--- src/acd_pkg.sv ---
// Shared types and constants for the arm contact error detector.
package acd_pkg;

  localparam int unsigned AngleW = 16;
  localparam int unsigned CfgW   = 14;
  localparam int unsigned DelayW = 3;
  localparam int unsigned CfgIdxW = 3;

  // Register reset values.
  localparam logic [CfgW-1:0]   PitchThrRst   = 14'd960;
  localparam logic [CfgW-1:0]   RollThrRst    = 14'd480;
  localparam logic [CfgW-1:0]   PitchDecayRst = 14'd512;
  localparam logic [CfgW-1:0]   RollDecayRst  = 14'd384;
  localparam logic [DelayW-1:0] DelayRst      = 3'd2;

  typedef enum logic [CfgIdxW-1:0] {
    CFG_PITCH_THR   = 3'd0,
    CFG_ROLL_THR    = 3'd1,
    CFG_PITCH_DECAY = 3'd2,
    CFG_ROLL_DECAY  = 3'd3,
    CFG_DELAY       = 3'd4
  } cfg_idx_e;

  typedef enum logic [1:0] {
    POSTURE_UPRIGHT  = 2'd0,
    POSTURE_STAGGER  = 2'd1,
    POSTURE_GROUND   = 2'd2,
    POSTURE_OTHER    = 2'd3
  } posture_e;

  // One set of shoulder angles.
  typedef struct packed {
    logic signed [AngleW-1:0] lp;
    logic signed [AngleW-1:0] lr;
    logic signed [AngleW-1:0] rp;
    logic signed [AngleW-1:0] rr;
  } angle_set_t;

  typedef struct packed {
    angle_set_t cmd;
    angle_set_t meas;
    posture_e   posture;
    logic       motion_ok;
  } frame_t;

  // Per-frame control shared by the four accumulators.
  typedef struct packed {
    logic advance;  // frame is being processed this cycle
    logic clear;    // on-ground, drop the accumulated error
    logic gate;     // add tracking error this frame
  } axis_ctrl_t;

endpackage

--- src/acd_hist.sv ---
// Command delay line: shift register of past commands with a selectable tap.
module acd_hist #(
  parameter int unsigned Depth = 8
) (
  input  logic                        clk_i,
  input  logic                        rst_ni,
  input  logic                        shift_i,
  input  logic [acd_pkg::DelayW-1:0]  delay_i,
  input  acd_pkg::angle_set_t         cmd_i,
  output acd_pkg::angle_set_t         cmd_dly_o
);
  import acd_pkg::*;

  localparam int unsigned Entries = Depth - 1;
  localparam int unsigned IdxW    = (Entries > 1) ? $clog2(Entries) : 1;

  angle_set_t hist_q [Entries];

  logic [6:0]      dly_ext;
  logic [6:0]      dly_sat;
  logic [6:0]      dly_m1;
  logic [IdxW-1:0] tap_idx;

  // hist_q[0] is the previous frame's command, hist_q[k] is k+1 frames back
  always_ff @(posedge clk_i or negedge rst_ni) begin
    if (!rst_ni) begin
      for (int k = 0; k < Entries; k++) begin
        hist_q[k] <= '0;
      end
    end else if (shift_i) begin
      hist_q[0] <= cmd_i;
      for (int k = 1; k < Entries; k++) begin
        hist_q[k] <= hist_q[k-1];
      end
    end
  end

  always_comb begin
    dly_ext = {{(7-DelayW){1'b0}}, delay_i};
    dly_sat = (dly_ext > 7'(Entries)) ? 7'(Entries) : dly_ext;
    dly_m1  = dly_sat - 7'd1;
    tap_idx = dly_m1[IdxW-1:0];
    if (dly_sat == 7'd0) begin
      cmd_dly_o = cmd_i;
    end else begin
      cmd_dly_o = hist_q[tap_idx];
    end
  end

endmodule

--- src/acd_axis.sv ---
// One error accumulator: decay, ground clear, saturating add of tracking error.
module acd_axis #(
  parameter int unsigned ErrorCap = 11520,
  parameter int unsigned ErrW     = $clog2(ErrorCap + 1)
) (
  input  logic                              clk_i,
  input  logic                              rst_ni,
  input  acd_pkg::axis_ctrl_t               ctrl_i,
  input  logic [acd_pkg::CfgW-1:0]          decay_i,
  input  logic signed [acd_pkg::AngleW-1:0] cmd_i,
  input  logic signed [acd_pkg::AngleW-1:0] meas_i,
  output logic [ErrW-1:0]                   err_d_o,
  output logic [ErrW-1:0]                   err_q_o
);
  import acd_pkg::*;

  localparam int unsigned SumW = 18;

  logic [ErrW-1:0]          err_q;
  logic [SumW-1:0]          err_ext;
  logic [SumW-1:0]          dec_ext;
  logic [SumW-1:0]          decayed;
  logic signed [AngleW:0]   diff;
  logic [AngleW:0]          mag;
  logic [SumW-1:0]          sum;
  logic [SumW-1:0]          result;

  always_comb begin
    err_ext = {{(SumW-ErrW){1'b0}}, err_q};
    dec_ext = {{(SumW-CfgW){1'b0}}, decay_i};
    decayed = (err_ext > dec_ext) ? (err_ext - dec_ext) : '0;
    if (ctrl_i.clear) begin
      decayed = '0;
    end
    diff = {cmd_i[AngleW-1], cmd_i} - {meas_i[AngleW-1], meas_i};
    mag  = diff[AngleW] ? -diff : diff;
    sum  = decayed + {{(SumW-AngleW-1){1'b0}}, mag};
    if (ctrl_i.gate) begin
      result = (sum > SumW'(ErrorCap)) ? SumW'(ErrorCap) : sum;
    end else begin
      result = decayed;
    end
    err_d_o = result[ErrW-1:0];
  end

  always_ff @(posedge clk_i or negedge rst_ni) begin
    if (!rst_ni) begin
      err_q <= '0;
    end else if (ctrl_i.advance) begin
      err_q <= err_d_o;
    end
  end

  assign err_q_o = err_q;

endmodule

--- src/arm_contact_error_detector_top.sv ---
// Top level of the arm contact error detector.
//
// Each input transfer is one frame: commanded and measured pitch and roll of
// both shoulders (1/128 degree, signed), a posture code and a motion gate.
// The commands enter a delay line and the command delay_frames frames back
// (0 = this frame, clipped to HISTORY_DEPTH-1) is compared to the measurement.
// Four accumulators decay by pitch_decay / roll_decay every frame (floor 0),
// clear on ground, and while the gate is open (motion_ok and upright or
// staggering) add |delayed cmd - meas|, saturating at ERROR_CAP. A side
// reports contact when either axis error exceeds its threshold; with the
// gate closed both contacts read 0. One result transfer per frame.
// Throughput is one frame per clock while m_axis_tready_i is high, set by
// the combinational accumulator update between the two registers. A frame
// passes the input register, then the result register, before its result
// is offered. A result waiting on m_axis_tready_i holds the input register,
// so the input stalls once both registers are full (two frames in flight).
// Registers come out of reset with their documented values; no init pass.
// Config writes are always accepted and must only happen while idle.
module arm_contact_error_detector_top #(
  parameter int unsigned HISTORY_DEPTH = 8,
  parameter int unsigned ERROR_CAP     = 11520
) (
  input  logic         clk_i,
  input  logic         rst_ni,
  // frame input
  input  logic         s_axis_tvalid_i,
  output logic         s_axis_tready_o,
  // [15:0] cmd_left_pitch, [31:16] cmd_left_roll, [47:32] cmd_right_pitch,
  // [63:48] cmd_right_roll, [79:64] meas_left_pitch, [95:80] meas_left_roll,
  // [111:96] meas_right_pitch, [127:112] meas_right_roll
  input  logic [127:0] s_axis_tdata_i,
  // [1:0] posture, [2] motion_ok
  input  logic [2:0]   s_axis_tuser_i,
  // contact result
  output logic         m_axis_tvalid_o,
  input  logic         m_axis_tready_i,
  // [0] contact_left, [1] contact_right, [7:2] zero
  output logic [7:0]   m_axis_tdata_o,
  // register writes
  input  logic                          cfg_valid_i,
  output logic                          cfg_ready_o,
  input  logic [acd_pkg::CfgIdxW-1:0]   cfg_index_i,
  input  logic [acd_pkg::CfgW-1:0]      cfg_data_i
);
  import acd_pkg::*;

  localparam int unsigned ErrW = $clog2(ERROR_CAP + 1);
  localparam int unsigned CmpW = 18;

  // config registers
  logic [CfgW-1:0]   pitch_thr_q, roll_thr_q, pitch_decay_q, roll_decay_q;
  logic [DelayW-1:0] delay_q;

  // input stage
  logic   in_valid_q, in_valid_d;
  frame_t in_q, in_d;
  logic   s_xfer;

  // result stage
  logic       out_valid_q, out_valid_d;
  logic [1:0] out_q;

  logic       advance;
  axis_ctrl_t ctrl;
  angle_set_t cmd_dly;
  logic       contact_left, contact_right;

  logic [ErrW-1:0] lp_d, lr_d, rp_d, rr_d;
  logic [ErrW-1:0] lp_q, lr_q, rp_q, rr_q;

  // ---------------------------------------------------------------- config
  assign cfg_ready_o = 1'b1;

  always_ff @(posedge clk_i or negedge rst_ni) begin
    if (!rst_ni) begin
      pitch_thr_q   <= PitchThrRst;
      roll_thr_q    <= RollThrRst;
      pitch_decay_q <= PitchDecayRst;
      roll_decay_q  <= RollDecayRst;
      delay_q       <= DelayRst;
    end else if (cfg_valid_i && cfg_ready_o) begin
      case (cfg_index_i)
        CFG_PITCH_THR:   pitch_thr_q   <= cfg_data_i;
        CFG_ROLL_THR:    roll_thr_q    <= cfg_data_i;
        CFG_PITCH_DECAY: pitch_decay_q <= cfg_data_i;
        CFG_ROLL_DECAY:  roll_decay_q  <= cfg_data_i;
        CFG_DELAY:       delay_q       <= cfg_data_i[DelayW-1:0];
        default: ;  // unused indexes are dropped
      endcase
    end
  end

  // ---------------------------------------------------------- handshaking
  assign advance         = in_valid_q && (!out_valid_q || m_axis_tready_i);
  assign s_axis_tready_o = !in_valid_q || advance;
  assign s_xfer          = s_axis_tvalid_i && s_axis_tready_o;

  always_comb begin
    in_valid_d        = s_xfer || (in_valid_q && !advance);
    out_valid_d       = advance || (out_valid_q && !m_axis_tready_i);
    in_d.cmd.lp       = s_axis_tdata_i[15:0];
    in_d.cmd.lr       = s_axis_tdata_i[31:16];
    in_d.cmd.rp       = s_axis_tdata_i[47:32];
    in_d.cmd.rr       = s_axis_tdata_i[63:48];
    in_d.meas.lp      = s_axis_tdata_i[79:64];
    in_d.meas.lr      = s_axis_tdata_i[95:80];
    in_d.meas.rp      = s_axis_tdata_i[111:96];
    in_d.meas.rr      = s_axis_tdata_i[127:112];
    in_d.posture      = posture_e'(s_axis_tuser_i[1:0]);
    in_d.motion_ok    = s_axis_tuser_i[2];
  end

  always_ff @(posedge clk_i or negedge rst_ni) begin
    if (!rst_ni) begin
      in_valid_q  <= 1'b0;
      out_valid_q <= 1'b0;
    end else begin
      in_valid_q  <= in_valid_d;
      out_valid_q <= out_valid_d;
    end
  end

  always_ff @(posedge clk_i) begin
    if (s_xfer) begin
      in_q <= in_d;
    end
    if (advance) begin
      out_q <= {contact_right, contact_left};
    end
  end

  // -------------------------------------------------------------- datapath
  always_comb begin
    ctrl.advance = advance;
    ctrl.clear   = (in_q.posture == POSTURE_GROUND);
    ctrl.gate    = in_q.motion_ok &&
                   (in_q.posture inside {POSTURE_UPRIGHT, POSTURE_STAGGER});
  end

  acd_hist #(
    .Depth (HISTORY_DEPTH)
  ) u_hist (
    .clk_i     (clk_i),
    .rst_ni    (rst_ni),
    .shift_i   (advance),
    .delay_i   (delay_q),
    .cmd_i     (in_q.cmd),
    .cmd_dly_o (cmd_dly)
  );

  acd_axis #(.ErrorCap(ERROR_CAP), .ErrW(ErrW)) u_axis_lp (
    .clk_i(clk_i), .rst_ni(rst_ni), .ctrl_i(ctrl), .decay_i(pitch_decay_q),
    .cmd_i(cmd_dly.lp), .meas_i(in_q.meas.lp), .err_d_o(lp_d), .err_q_o(lp_q)
  );

  acd_axis #(.ErrorCap(ERROR_CAP), .ErrW(ErrW)) u_axis_lr (
    .clk_i(clk_i), .rst_ni(rst_ni), .ctrl_i(ctrl), .decay_i(roll_decay_q),
    .cmd_i(cmd_dly.lr), .meas_i(in_q.meas.lr), .err_d_o(lr_d), .err_q_o(lr_q)
  );

  acd_axis #(.ErrorCap(ERROR_CAP), .ErrW(ErrW)) u_axis_rp (
    .clk_i(clk_i), .rst_ni(rst_ni), .ctrl_i(ctrl), .decay_i(pitch_decay_q),
    .cmd_i(cmd_dly.rp), .meas_i(in_q.meas.rp), .err_d_o(rp_d), .err_q_o(rp_q)
  );

  acd_axis #(.ErrorCap(ERROR_CAP), .ErrW(ErrW)) u_axis_rr (
    .clk_i(clk_i), .rst_ni(rst_ni), .ctrl_i(ctrl), .decay_i(roll_decay_q),
    .cmd_i(cmd_dly.rr), .meas_i(in_q.meas.rr), .err_d_o(rr_d), .err_q_o(rr_q)
  );

  // contact compares use the freshly updated errors
  always_comb begin
    contact_left  = ctrl.gate &&
                    ((CmpW'(lp_d) > CmpW'(pitch_thr_q)) || (CmpW'(lr_d) > CmpW'(roll_thr_q)));
    contact_right = ctrl.gate &&
                    ((CmpW'(rp_d) > CmpW'(pitch_thr_q)) || (CmpW'(rr_d) > CmpW'(roll_thr_q)));
  end

  assign m_axis_tvalid_o = out_valid_q;
  assign m_axis_tdata_o  = {6'b0, out_q};

  // ------------------------------------------------------------ assertions
  // accumulators never pass the cap
  a_err_cap: assert property (@(posedge clk_i) disable iff (!rst_ni)
    (CmpW'(lp_q) <= CmpW'(ERROR_CAP)) && (CmpW'(lr_q) <= CmpW'(ERROR_CAP)) &&
    (CmpW'(rp_q) <= CmpW'(ERROR_CAP)) && (CmpW'(rr_q) <= CmpW'(ERROR_CAP)))
    else $error("error accumulator above cap");

  // an on-ground frame leaves every accumulator at zero
  a_ground_clear: assert property (@(posedge clk_i) disable iff (!rst_ni)
    advance && ctrl.clear |=> (lp_q == '0) && (lr_q == '0) && (rp_q == '0) && (rr_q == '0))
    else $error("accumulators not cleared on ground");

  // a frame with the gate closed reports no contact
  a_gate_closed: assert property (@(posedge clk_i) disable iff (!rst_ni)
    advance && !ctrl.gate |=> (m_axis_tdata_o[1:0] == 2'b00))
    else $error("contact reported with gate closed");

  // an empty input stage always takes a transfer
  a_in_ready: assert property (@(posedge clk_i) disable iff (!rst_ni)
    !in_valid_q |-> s_axis_tready_o)
    else $error("input stalled while empty");

endmodule

--- config.mk ---
export PLATFORM = sky130hd
export DESIGN_NAME = arm_contact_error_detector_top
export DESIGN_NICKNAME = d
export VERILOG_FILES = /design/src/acd_pkg.sv /design/src/acd_hist.sv /design/src/acd_axis.sv /design/src/arm_contact_error_detector_top.sv
export SDC_FILE = /design/constraint.sdc
export NUM_CORES = 2
export LEC_CHECK = 0
export BUFFER_PORTS_ARGS = -buffer_cell sky130_fd_sc_hd__buf_2
export CORE_MARGIN = 5
export CORE_UTILIZATION = 60
export DETAILED_ROUTE_END_ITERATION = 12
export MAX_ROUTING_LAYER = met4
export PLACE_DENSITY_LB_ADDON = 0.3
export SLEW_MARGIN = 20
export SYNTH_ARGS = -nofsm -noshare
export SYNTH_HDL_FRONTEND = slang
export SYNTH_SLANG_ARGS = --single-unit
--- constraint.sdc ---
create_clock -name clk_i -period 10.7 [get_ports clk_i]
set_input_delay 2.14 -clock clk_i [delete_from_list [all_inputs] [get_ports clk_i]]
set_output_delay 2.14 -clock clk_i [all_outputs]
set_load 0.01 [all_outputs]
Yosys cells after proc, flatten, opt, wreduce, memory -nomap -nowiden
Index checks and enable logic that the tools add are counted.
{"block": "word_totals", "register_bits": 698, "output_inout_bits": 11}
{"block": "op_classes", "n_lt_le_gt_ge": 13, "n_mux": 24, "bitwise_logic": 1, "eq_ne": 6, "reduce_logical": 26, "add_sub_neg": 17}
{"op": "binary-select mux 64 bit (select 3 bit)", "n": 1}
{"op": "2-to-1 mux 64 bit", "n": 3}
{"op": "2-to-1 mux 18 bit", "n": 8}
{"op": "greater-than comparator 14 bit", "n": 8}
{"op": "2-to-1 mux 14 bit", "n": 8}
{"op": "adder 18 x 17 -> 18 bit", "n": 4}
{"op": "greater-than comparator 18 x 14 -> 1 bit (second input constant)", "n": 4}
{"op": "2-to-1 mux 17 bit", "n": 4}
{"op": "negation 17 bit", "n": 4}
{"op": "subtractor 16 x 16 -> 17 bit", "n": 4}
{"op": "subtractor 14 x 14 -> 15 bit", "n": 4}
{"op": "AND reduction 2 bit", "n": 5}
{"op": "logical AND 1 bit", "n": 7}
{"op": "equality test 3 x 2 -> 1 bit (second input constant)", "n": 2}
{"op": "logical NOT 3 bit", "n": 2}
{"op": "logical OR 1 bit", "n": 6}
{"op": "greater-or-equal comparator 4 bit (second input constant)", "n": 1}
{"op": "logical NOT 1 bit", "n": 4}
{"op": "inverter 3 -> 4 bit", "n": 1}
{"op": "equality test 3 x 1 -> 1 bit (second input constant)", "n": 1}
{"op": "equality test 3 bit (second input constant)", "n": 1}
{"op": "subtractor 3 x 1 -> 3 bit (second input constant)", "n": 1}
{"op": "equality test 2 x 1 -> 1 bit (second input constant)", "n": 1}
{"op": "equality test 2 bit (second input constant)", "n": 1}
{"op": "other kinds (2)", "n": 2}

Depth between registers and ports, before layout
{"block": "depth", "depth_word": 16, "mapped_depth": 46, "ltp_nobuf": 38}

Modules after synthesis
A second synthesis with hierarchy kept.
{"block": "unflattened", "cells_unflattened": 4055, "hier_area_um2": 43865.8}
{"mod": "acd_hist", "n_inst": 1, "area_per_inst_um2": 20533.4, "cells_each": 1400, "seq_area_each_um2": 11210.8}
{"mod": "acd_axis (u_axis_lr ...)", "n_inst": 3, "area_per_inst_um2": 3885.0, "cells_each": 534, "seq_area_each_um2": 350.3}
{"mod": "arm_contact_error_detector_top", "n_inst": 1, "area_per_inst_um2": 7647.3, "cells_each": 477, "seq_area_each_um2": 5535.3}
{"mod": "acd_axis (u_axis_lp)", "n_inst": 1, "area_per_inst_um2": 4030.1, "cells_each": 576, "seq_area_each_um2": 350.3}

Worst setup path before layout
No wires, ideal clock.
{"block": "synth_path", "path_kind": "flip-flop to flip-flop", "startpoint": "register delay_q[0]", "endpoint": "register out_q[1] (data pin)", "n_path_buf": 10, "setup_ns": 0.269, "slack_ns": 0.957, "stages_incl_launch_ff": 45, "arrival_time_ns": 9.474, "path_cell_list": "dfrtp_1 buf_1 clkbuf_1 buf_1 inv_1 ha_1 clkbuf_1 clkbuf_1 clkbuf_1 mux4_2 o21ai_0 o21ai_0 ha_1 clkbuf_1 a21oi_1 o211ai_1 a41o_1 o211ai_1 (+9 left out) nand2_1 o21ai_0 mux2i_1 nand4_1 or4_1 buf_2 buf_6 o31ai_4 ha_1 a21o_1 a21o_1 a21o_1 a21o_1 a21o_1 a21o_1 a221oi_1 a41o_1 o22ai_1"}
{"block": "synth_between", "elab_chain_cells": 16}
{"element": "from (decl)", "line": "arm_contact_error_detector_top.sv:52", "text": "logic [DelayW-1:0] delay_q;"}
{"element": "from (signal assigned)", "line": "arm_contact_error_detector_top.sv:80", "text": "delay_q <= DelayRst;"}
{"element": "from (signal assigned)", "line": "arm_contact_error_detector_top.sv:87", "text": "CFG_DELAY: delay_q <= cfg_data_i[DelayW-1:0];"}
{"element": "subtractor 3 x 1 -> 3 bit", "line": "acd_hist.sv:41", "text": "dly_m1 = dly_sat - 7'd1;"}
{"element": "inverter 3 -> 4 bit (implied by the code)", "line": "acd_hist.sv:46", "text": "cmd_dly_o = hist_q[tap_idx];"}
{"element": "binary-select mux 64 bit (select 3 bit)", "line": "acd_hist.sv:46"}
{"element": "2-to-1 mux 64 bit (implied by the code) (2 in series)", "line": "acd_hist.sv:46"}
{"element": "2-to-1 mux 64 bit *", "line": "acd_hist.sv:43", "text": "if (dly_sat == 7'd0) begin"}
{"element": "subtractor 16 x 16 -> 17 bit *", "line": "acd_axis.sv:35", "text": "diff = {cmd_i[AngleW-1], cmd_i} - {meas_i[AngleW-1], meas_i};"}
{"element": "negation 17 bit", "line": "acd_axis.sv:36", "text": "mag = diff[AngleW] ? -diff : diff;"}
{"element": "2-to-1 mux 17 bit *", "line": "acd_axis.sv:36"}
{"element": "adder 18 x 17 -> 18 bit *", "line": "acd_axis.sv:37", "text": "sum = decayed + {{(SumW-AngleW-1){1'b0}}, mag};"}
{"element": "greater-than comparator 18 x 14 -> 1 bit", "line": "acd_axis.sv:39", "text": "result = (sum > SumW'(ErrorCap)) ? SumW'(ErrorCap) : sum;"}
{"element": "2-to-1 mux 14 bit *", "line": "acd_axis.sv:39"}
{"element": "2-to-1 mux 14 bit *", "line": "acd_axis.sv:38", "text": "if (ctrl_i.gate) begin"}
{"element": "net rr_d[7]", "line": "arm_contact_error_detector_top.sv:68", "text": "logic [ErrW-1:0] lp_d, lr_d, rp_d, rr_d;"}
{"element": "greater-than comparator 14 bit *", "line": "arm_contact_error_detector_top.sv:176", "text": "((CmpW'(rp_d) > CmpW'(pitch_thr_q)) || (CmpW'(rr_d) > CmpW'(roll_thr_q)));"}
{"element": "logical OR 1 bit *", "line": "arm_contact_error_detector_top.sv:176"}
{"element": "logical AND 1 bit *", "line": "arm_contact_error_detector_top.sv:175", "text": "contact_right = ctrl.gate &&"}
{"element": "net contact_right", "line": "arm_contact_error_detector_top.sv:66", "text": "logic contact_left, contact_right;"}
{"element": "to (signal assigned)", "line": "arm_contact_error_detector_top.sv:128", "text": "out_q <= {contact_right, contact_left};"}
{"element": "to (decl)", "line": "arm_contact_error_detector_top.sv:61", "text": "logic [1:0] out_q;"}
Mark *: on every way through the listed nets, which the timed path passes. The rest lies on a longest branch. The select of a mux whose other input is x is not followed.
A chain may end at the register's enable or synchronous reset.

Worst setup path in the final report
{"block": "layout_path", "startpoint": "register delay_q[1]", "endpoint": "register out_q[0] (data pin)"}
{"block": "layout_between", "elab_chain_cells": 16}
{"element": "subtractor 3 x 1 -> 3 bit", "line": "acd_hist.sv:41"}
{"element": "inverter 3 -> 4 bit (implied by the code)", "line": "acd_hist.sv:46"}
{"element": "binary-select mux 64 bit (select 3 bit)", "line": "acd_hist.sv:46"}
{"element": "2-to-1 mux 64 bit (implied by the code) (2 in series)", "line": "acd_hist.sv:46"}
{"element": "2-to-1 mux 64 bit *", "line": "acd_hist.sv:43"}
{"element": "subtractor 16 x 16 -> 17 bit *", "line": "acd_axis.sv:35"}
{"element": "negation 17 bit", "line": "acd_axis.sv:36"}
{"element": "2-to-1 mux 17 bit *", "line": "acd_axis.sv:36"}
{"element": "adder 18 x 17 -> 18 bit *", "line": "acd_axis.sv:37"}
{"element": "greater-than comparator 18 x 14 -> 1 bit", "line": "acd_axis.sv:39"}
{"element": "2-to-1 mux 14 bit *", "line": "acd_axis.sv:39"}
{"element": "2-to-1 mux 14 bit *", "line": "acd_axis.sv:38"}
{"element": "net lp_d[8]", "line": "arm_contact_error_detector_top.sv:68"}
{"element": "greater-than comparator 14 bit *", "line": "arm_contact_error_detector_top.sv:174", "text": "((CmpW'(lp_d) > CmpW'(pitch_thr_q)) || (CmpW'(lr_d) > CmpW'(roll_thr_q)));"}
{"element": "logical OR 1 bit *", "line": "arm_contact_error_detector_top.sv:174"}
{"element": "logical AND 1 bit *", "line": "arm_contact_error_detector_top.sv:173", "text": "contact_left = ctrl.gate &&"}
{"element": "net contact_left", "line": "arm_contact_error_detector_top.sv:66"}
Marks and branches as above.

==> impl_results.md <==
* Status: finished clean
* Top cells by area, synth: dfrtp_1 33%, nand2_1 14%, edfxtp_1 9.5%
* Worst skew pair latency at 0.64 ns
* Crit Reg-Reg Startpoint: delay_q[1]
* Critical Path RT at 11.03 ns
* Worst path arrival time at 10.18 ns
* TritonCTS Sinks at 698
* Actual slew at the worst max-slew pin at 1.07 ns
* Top cell type by total area after synthesis: dfrtp_1
* Max Fclk at 101 MHz
* DR iter-0 viols at 3262
* Grt ovf at 0
* Max-cap viol count at 0
* RD Place Congestion at 0.974
* Nets@finish at 5194
* CP startpoint: delay_q[1]
* CP Max Fanout at 22
* Clock-pin slew on the worst setup and hold paths at 0.06 ns
* Post-synth EDFFs at 133
* # Post-CTS Setup Buffers at 0
* Final-report setup violation count at 0
* Final HPWL DP at 74200 um
* Tot GR Track Use at 28.9%
* Main flop type after synthesis: dfrtp_1
* Cell Area, Synth at 0.0421 mm2
* First-pass GRT wire length at 172000 um
* DR WL/cell at 18.6 um
* Post-synth cell types at 98
* Core Area at 0.0698 mm2
* Cell mode on critical path: o21ai_0
* CTS tree: done
* CTS Root Cell: clkbuf_16
* HP Class: register to register
* R2r worst-path depth at 35
* Worst hold stages at 2
* Final min period at 9.85 ns
* Die Span X at 275 um
* Slowest cell on crit path: a311oi_2
* Antenna Nets Post-Route at 0
* Die Span Y at 275 um
* Resize count post-CTS at 0
* IO Port Bufs at 156
* CP peak stage delay at 0.57 ns
* H-tree depth at 3
* Total Wirelength at 107000 um
* Largest net degree at the start of global routing at 247
* Fin crit share at 92.1%
* Max-slew headroom at 28.3%
* Area growth, synth to finish at 10.2%
* Post-synth top area share at 32.9%
* Final Hold Fails at 0
* Worst-case clock buffer depth at 3
* Post-cts hold buffer count at 0
* Asr flop ratio synth at 80.9%
* Clk_skew at 0.0434 ns
* Die area at 0.0755 mm2
* Drt pass-1 iters at 6
* RSZ-0062 raised after global routing: false
* Syn avg cell area at 8.93 um2
* Type of origin of the critical path: register
* Post-DR vias/cell at 5.92
* Seq/Total Area, Yosys at 43.1%
* # DRC at 0
* Worst setup path end: out_q[0]
* Vias in the first global route at 32700
* Synth warnings at 0
* Crit Path Category: register to register
* Fraction of layout cells with a size suffix above 1 at 11.4%
* Initial Util at 60.3%
* R2R Path End: out_q[0]
* Initial antenna violation count at 0
* Cts bufs inserted at 77
* Post-route setup TNS at 0 ns
* Mapped Cells at 4711
* Ports at 164
* Routed vias at 34200
* Final slew viol count at 0
* R2R setup slack at 0.85 ns
* Critical path capture point type: register
* Rows at 97
* #FFs+latches synth at 698
==> logic make-up after synthesis <==
group                      count (synthesis)  synth area share [%]
AOI/OAI and AO/OA                        875                  14.0
xor gates and xnor gates                 184                  3.83
adders and majority gates                262                  8.01
buffers and inverters                    420                  3.84
DFF                                      698                  43.1
muxes                                    176                  6.44
other                                      2                0.0179
and+or+nand+nor                         2094                  20.7
==> flip-flops by register name, indices dropped and copies added, names as in the netlist <==
| register | cells |
|---|---|
| u_axis_lp.err_q_o | 14 |
| in_valid_q | 1 |
| delay_q | 3 |
| u_axis_rr.err_q_o | 14 |
| u_axis_lr.err_q_o | 14 |
| in_q | 131 |
| m_axis_tvalid_o | 1 |
| pitch_thr_q | 14 |
| u_hist.hist_q | 448 |
| u_axis_rp.err_q_o | 14 |
| pitch_decay_q | 14 |
| roll_thr_q | 14 |
| roll_decay_q | 14 |
| out_q | 2 |
==> layout make-up <==
class / instances / area, um2
sequential: 698 / 18200
clock inverter: 21 / 297
timing repair buffer: 202 / 1250
inverter: 202 / 766
tap: 940 / 1180
antenna: 1 / 2.50
multi-input combinational: 3598 / 22400
fill: 5563 / 23400
clock buffer: 118 / 2300
==> how the worst min path moves through the flow <==
stage / start / to / slack, ns
floorplan: in_q[68] / u_hist.hist_q[385] / 0.44
global placement: u_hist.hist_q[44] / u_hist.hist_q[44] / 0.45
detailed placement: u_hist.hist_q[19] / u_hist.hist_q[19] / 0.46
CTS: u_hist.hist_q[399] / u_hist.hist_q[335] / 0.47
global route: u_hist.hist_q[399] / u_hist.hist_q[335] / 0.49
finish: u_hist.hist_q[399] / u_hist.hist_q[335] / 0.46
==> stage by stage <==
step                std cells  area, um2  utilization (%)  hold slack [ns]  setup WS [ns]
floorplan                4716      42100                -            0.441          0.957
global route             5779      46400             66.5            0.488         0.0884
CTS                      5777      46300             66.4            0.466          0.957
detailed placement       5638      43700             62.6            0.458           1.06
global placement         5638      43700             62.6            0.454           1.30
finish                   5780      46400             66.5            0.456          0.847
==> cells in the mapped netlist (12+ instances only) <==
| library cell | instances |
|---|---|
| buf_1 | 12 |
| mux4_2 | 65 |
| o21ai_0 | 273 |
| o31ai_1 | 22 |
| a21o_1 | 64 |
| edfxtp_1 | 133 |
| a211oi_1 | 27 |
| nand2_1 | 1583 |
| inv_1 | 201 |
| clkbuf_1 | 194 |
| a21oi_1 | 156 |
| nor4_1 | 15 |
| xor2_1 | 72 |
| o21a_1 | 35 |
| o211ai_1 | 16 |
| and2_1 | 39 |
| o21bai_1 | 21 |
| nor2_1 | 162 |
| or3_1 | 19 |
| fa_1 | 12 |
| and3_1 | 25 |
| a31oi_1 | 44 |
| nand2b_1 | 37 |
| nor3_1 | 55 |
| nand4_1 | 30 |
| a221oi_1 | 13 |
| nand3_1 | 44 |
| dfrtp_1 | 553 |
| mux2_2 | 103 |
| xnor2_1 | 112 |
| nor2b_1 | 26 |
| o22ai_1 | 14 |
| a221o_1 | 60 |
| dfstp_2 | 12 |
| ha_1 | 250 |
==> routing by layer <==
layer,global-route usage [%],share of wire [%],vias to the layer above,wire [um]
met5,-,0,-,0
met4,8.55,3.0,0,3170
met2,43.2,45,1099,48600
met1,41.4,45,16600,48300
met3,4.45,6.7,199,7210
li1,-,-,16400,-
==> critical path, delay by kind of cell, from the launching register on <==
kind | cells | cell delay, ns
AOI/OAI and AO/OA | 22 | 5.01
xor gates and xnor gates | 1 | 0.37
adders and majority gates | 4 | 1.78
buffers and inverters | 2 | 0.43
DFF | 1 | 0.52
muxes | 1 | 0.37
and+or+nand+nor | 5 | 1.03
==> cell usage in the layout (no fill, tap or decap), types with 11 or more instances in the layout <==
master | synthesis | final
clkbuf_1 | 194 | 22
nor2_1 | 162 | 162
nor2b_1 | 26 | 23
nand2b_1 | 37 | 36
and3_1 | 25 | 25
a221o_1 | 60 | 60
or3_1 | 19 | 19
nor4_1 | 15 | 15
o21ai_0 | 273 | 273
edfxtp_1 | 133 | 133
mux2_2 | 103 | 103
nor3_1 | 55 | 55
o31ai_1 | 22 | 22
nand3_1 | 44 | 44
nand4_1 | 30 | 30
o21bai_1 | 21 | 21
a22o_1 | 11 | 11
xor2_1 | 72 | 71
ha_1 | 250 | 249
o22ai_1 | 14 | 14
and2_1 | 39 | 38
buf_4 | 7 | 34
inv_1 | 201 | 201
a21o_1 | 64 | 64
fa_1 | 12 | 12
a21oi_1 | 156 | 156
dfstp_2 | 12 | 12
clkbuf_8 | 0 | 16
clkbuf_16 | 0 | 80
dfrtp_1 | 553 | 552
nand2_1 | 1583 | 1582
xnor2_1 | 112 | 111
a221oi_1 | 13 | 13
buf_2 | 4 | 155
o21a_1 | 35 | 35
a211oi_1 | 27 | 27
mux4_2 | 65 | 65
a31oi_1 | 44 | 44
o211ai_1 | 16 | 16
Power is not shown: default switching activity piles up to over one toggle a cycle in this logic, so the estimate is an artifact.
